===== config.mk =====
export PLATFORM = sky130hd
export DESIGN_NAME = rau_ctrl
export DESIGN_NICKNAME = d
export VERILOG_FILES = /design/src/rtl/rau_pkg.sv /design/src/rtl/rau_ctrl.sv
export SDC_FILE = /design/constraint.sdc
export NUM_CORES = 1
export LEC_CHECK = 0
export BUFFER_PORTS_ARGS = -buffer_cell sky130_fd_sc_hd__buf_2
export CORE_UTILIZATION = 25
export CTS_CLUSTER_SIZE = 20
export DETAILED_ROUTE_END_ITERATION = 16
export PLACE_DENSITY = 0.42
export SKIP_CTS_REPAIR_TIMING = 1
export SLEW_MARGIN = 20
export SYNTH_ARGS = -nofsm -noshare
export SYNTH_HDL_FRONTEND = slang
export SYNTH_SLANG_ARGS = --single-unit

===== constraint.sdc =====
create_clock -name i_clk -period 1.7 [get_ports i_clk]
set_clock_uncertainty 0.15 [all_clocks]
set_input_delay 0.34 -clock i_clk [delete_from_list [all_inputs] [get_ports i_clk]]
set_output_delay 0.34 -clock i_clk [all_outputs]
set_load 0.02 [all_outputs]

===== src/rtl/rau_pkg.sv =====
// ---------------------------------------------------------------------------
// rau_pkg
// Shared types and constants of the rational arithmetic unit.
// ---------------------------------------------------------------------------
package rau_pkg;

    localparam int unsigned VALUE_WIDTH_DEF = 32;

    // operation codes carried by each input word
    typedef enum logic [1:0] {
        CMD_ADD = 2'd0,
        CMD_SUB = 2'd1,
        CMD_MUL = 2'd2,
        CMD_DIV = 2'd3
    } t_cmd_code;

    // datapath operations issued by the controller
    typedef enum logic [3:0] {
        OP_NONE,
        OP_LOAD,
        OP_MUL,
        OP_ARITH,
        OP_GCD_STEP,
        OP_GCD_END,
        OP_DIV_START_N,
        OP_DIV_START_D,
        OP_DIV_STEP,
        OP_FINISH
    } t_op;

    // cross product selection for the shared multiplier
    typedef enum logic [1:0] {
        MSEL_AN_BD = 2'd0,
        MSEL_BN_AD = 2'd1,
        MSEL_AD_BD = 2'd2,
        MSEL_AN_BN = 2'd3
    } t_msel;

    typedef struct packed {
        t_op   op;
        t_msel msel;
    } t_ctl;

    typedef struct packed {
        logic invalid;
        logic gcd_done;
        logic div_done;
        logic out_busy;
    } t_stat;

endpackage


===== src/rtl/rau_ctrl.sv =====
// ---------------------------------------------------------------------------
// rau_ctrl
// Sequencer: multiply, combine, binary gcd, two exact divisions, result.
// ---------------------------------------------------------------------------
module rau_ctrl (
    input  logic            i_clk,
    input  logic            i_rst_n,
    input  logic            i_valid,
    output logic            o_ready,
    input  rau_pkg::t_stat  i_stat,
    output rau_pkg::t_ctl   o_ctl
);

    typedef enum logic [3:0] {
        ST_IDLE,
        ST_MUL,
        ST_ARITH,
        ST_GCD,
        ST_DIVN_START,
        ST_DIVN,
        ST_DIVD,
        ST_FIN
    } t_state;

    t_state     r_state, n_state;
    logic [1:0] r_mcnt, n_mcnt;

    assign o_ready = (r_state == ST_IDLE);

    // next state and datapath operation
    always_comb begin
        n_state    = r_state;
        n_mcnt     = r_mcnt;
        o_ctl.op   = rau_pkg::OP_NONE;
        o_ctl.msel = rau_pkg::t_msel'(r_mcnt);
        unique case (r_state)
            ST_IDLE: begin
                if (i_valid) begin
                    o_ctl.op = rau_pkg::OP_LOAD;
                    n_mcnt   = 2'd0;
                    n_state  = ST_MUL;
                end
            end
            ST_MUL: begin
                o_ctl.op = rau_pkg::OP_MUL;
                n_mcnt   = r_mcnt + 2'd1;
                if (r_mcnt == 2'd3) begin
                    n_state = ST_ARITH;
                end
            end
            ST_ARITH: begin
                o_ctl.op = rau_pkg::OP_ARITH;
                n_state  = ST_GCD;
            end
            ST_GCD: begin
                priority if (i_stat.invalid) begin
                    n_state = ST_FIN;
                end else if (i_stat.gcd_done) begin
                    o_ctl.op = rau_pkg::OP_GCD_END;
                    n_state  = ST_DIVN_START;
                end else begin
                    o_ctl.op = rau_pkg::OP_GCD_STEP;
                end
            end
            ST_DIVN_START: begin
                o_ctl.op = rau_pkg::OP_DIV_START_N;
                n_state  = ST_DIVN;
            end
            ST_DIVN: begin
                if (i_stat.div_done) begin
                    o_ctl.op = rau_pkg::OP_DIV_START_D;
                    n_state  = ST_DIVD;
                end else begin
                    o_ctl.op = rau_pkg::OP_DIV_STEP;
                end
            end
            ST_DIVD: begin
                if (i_stat.div_done) begin
                    n_state = ST_FIN;
                end else begin
                    o_ctl.op = rau_pkg::OP_DIV_STEP;
                end
            end
            ST_FIN: begin
                if (!i_stat.out_busy) begin
                    o_ctl.op = rau_pkg::OP_FINISH;
                    n_state  = ST_IDLE;
                end
            end
            default: begin
                n_state = ST_IDLE;
            end
        endcase
    end

    // state register
    always_ff @(posedge i_clk) begin
        if (!i_rst_n) begin
            r_state <= ST_IDLE;
            r_mcnt  <= 2'd0;
        end else begin
            r_state <= n_state;
            r_mcnt  <= n_mcnt;
        end
    end

endmodule


==> out/metrics.yaml <==
run_status:
  outcome: "complete, but fails checks"
  violations: "setup timing"
clocking:
  cts_inserted_buffers: 3
  cts_root_buf: "clkbuf_4"
  path_clk_slew_ns: 0.05
  h-tree-depth: 1
  clockBufferDepth: 2
  cts_sinks: 5
  clock_latency_ns: 0.24
  cts_tree: "done"
min_path:
  hold_depth: 2
  hp-start: "i_rst_n"
  worst_hold_path_type: "in -> reg"
  min_to: "r_state[0]"
grt:
  grt_pass1_wl_um: 1820
  met1_usage: 0.144
  grt_max_degree: 14
  grt_use_met3: 0.0235
  met2_usage: 0.200
  grtUsageTotal: 0.124
  antenna_found_initial: 0
  grt_pass1_vias: 461
  top_usage_layer: "met2"
  grt_overflow_total: 0
finish:
  area_growth_pct: 57.3
  fillers: 201
  nNetsFinal: 100
  drive_gt1_frac: 0.560
  post-route-util: 0.435
  final_common_cell: "buf_4"
  num_antenna_cells: 0
  layout_common_cells: "16 x buf_4, 9 x buf_2, 7 x nand2_1"
  stdcell_count: 116
synth:
  syn_inst: 61
  synth_area_leaders: "dfxtp_1 20%, nand2_1 5.3%, nor2b_1 5.0%"
  ys_async_sr_fraction: 0
  synth_ff_type: "dfxtp_1"
  synth_top_family_by_area: "compound AO/OA/AOI/OAI gates"
  synth.avg_cell_area_um2: 8.16
  synth-simple-area-share: 0.274
  ys_ff_latch: 5
  yosysUniqueCellTypes: 34
  synth_compound_area_frac: 0.367
  synth_edf_count: 0
  synth_top_cell_by_area: "dfxtp_1"
  synth_area_um2: 498
  synthMuxAreaShare: 0.0201
  yosysWarnings: 0
  synth_fa_ha_area_frac: 0.0251
  yosys.area.top_type_share: 0.201
  syn_nets: 69
  ys_seq_area_frac: 0.201
  synth_xor_area_frac: 0
drt:
  drcViolationCount: 0
  drtAntennaViolNets: 0
  first_pass_iters: 4
  avgViaCountPerCell: 4.63
  vias: 537
  wl_um: 1370
  wl_per_cell_um: 11.8
  first_iter_violations: 9
setup_path:
  crit_path_cell_trace: "buf_6 > a21oi_2 > nor2b_1 > a211oi_2 > buf_4"
  cp-startpoint: "r_state[2]"
  cp.arrival_ns: 1.26
  start_kind: "flip-flop"
  cp-end-kind: "output port"
  crit_fanout: 6
  critPathKind: "reg -> out"
  cp_slowest_cell: "dfxtp_4"
  cp_num_buf_inv: 2
  r2r-start: "r_state[2]"
  r2r_setup_slack_ns: 0.04
  max_stage_delay_ns: 0.37
  reg2reg_depth: 6
  worst_r2r_endpoint: "r_state[0]"
  cp.required_ns: 1.21
  cpLargestDelayFamily: "flip-flops"
placement:
  dp.cells: 107
  io_buffers: 13
  place_congestion: 0.708
  hpwl_um: 951
floorplan:
  num_rows: 15
  die_y_um: 46.6
  die_x_um: 46.6
  coreArea_um2: 1800
  num_io_pins: 14
  start_util: 0.276
  die-area_um2: 2170
pwr:
  clockPowerShare: 0.109
  internal_power_mw: 0.719
  pwr_density_cell_nw_per_um2: 1620
  switching_share: 0.433
  ir_drop_mv: 0.472
  p_seq_frac: 0.184
  power_frac_comb: 0.707
  p_leak_nw: 0.337
  switchingPower_mw: 0.548
timing:
  setup_viol: 2
  rsz0062_at_grt: "yes"
  slew_headroom: 0.828
  post-route-worst-setup-slack_ns: -0.0471
  max_slew.worst_pin.slew_ns: 0.255
  finalMaxSlewViolations: 0
  finalCritPeriodShare: 1.03
  hold_violations: 0
  fmax_mhz: 572
  period_needed_ns: 1.75
job:
  drv_cap: 0
[kinds of logic (layout without fill, tap and decap cells)]
| group | count (synthesis) | count (layout) |
|---|---|---|
| and+or+nand+nor | 24 | 24 |
| AOI/OAI and AO/OA | 22 | 22 |
| buffers and inverters | 8 | 38 |
| DFF | 5 | 5 |
| adders and majority gates | 1 | 1 |
| muxes | 1 | 1 |
[layout make-up]
cell class	count	area (um2)	area share
multi-input cells	48	382	0.487
repair buffers	31	220	0.281
flip-flops and latches	5	111	0.142
well taps	25	31.3	0.0399
clock buffers	3	22.5	0.0288
inverters	3	11.3	0.0144
clock inverters	1	5.00	0.00639
[per-layer routing]
layer | vias up | share of wire
li1 | 279 | -
met3 | 0 | 0.012
met4 | 0 | 0
met2 | 8 | 0.49
met1 | 250 | 0.50
met5 | - | 0
[Yosys cell counts, types with 2 or more instances]
cell type	instances
a21o_1	2
a21oi_1	2
buf_6	2
dfxtp_1	5
inv_1	3
nand2_1	7
nor2_1	2
nor2b_1	4
nor3_1	2
o21ai_0	5
o31ai_1	3
or2_1	2
[state kept, by name, indices dropped and copies added (netlist names)]
name	count
r_mcnt	2
r_state	3
[through the flow]
step | TNS, ns | cell area (um2) | setup WS (ns) | hold slack (ns) | power [mW]
after floorplan | 0 | 508 | 0.0143 | 0.312 | 0.773
after global placement | -0.00899 | 657 | -0.00899 | 0.337 | 0.973
after detailed placement | -0.00729 | 657 | -0.00729 | 0.354 | 0.975
after CTS | -0.985 | 684 | -0.280 | 0.221 | 1.12
after global routing | -0.303 | 783 | -0.109 | 0.217 | 1.35
final | -0.0642 | 783 | -0.0471 | 0.226 | 1.27
[power groups by stage]
stage                     logic (mW)  registers (mW)  clock network [mW]
after detailed placement       0.735           0.241                   0
final                          0.896           0.233               0.138
after global placement         0.733           0.240                   0
after global routing           0.961           0.239               0.153
after floorplan                0.578           0.195                   0
after CTS                      0.737           0.238               0.145
[worst max path at each step]
stage / end / slack, ns / cells past startpoint
after floorplan: o_ctl[3] / 0.01 / 4
after global placement: o_ctl[2] / -0.009 / 5
after detailed placement: o_ctl[2] / -0.007 / 5
after CTS: o_ctl[2] / -0.28 / 5
after global routing: o_ctl[3] / -0.11 / 5
final: o_ctl[3] / -0.05 / 5
(Power assumes the default switching activity.)
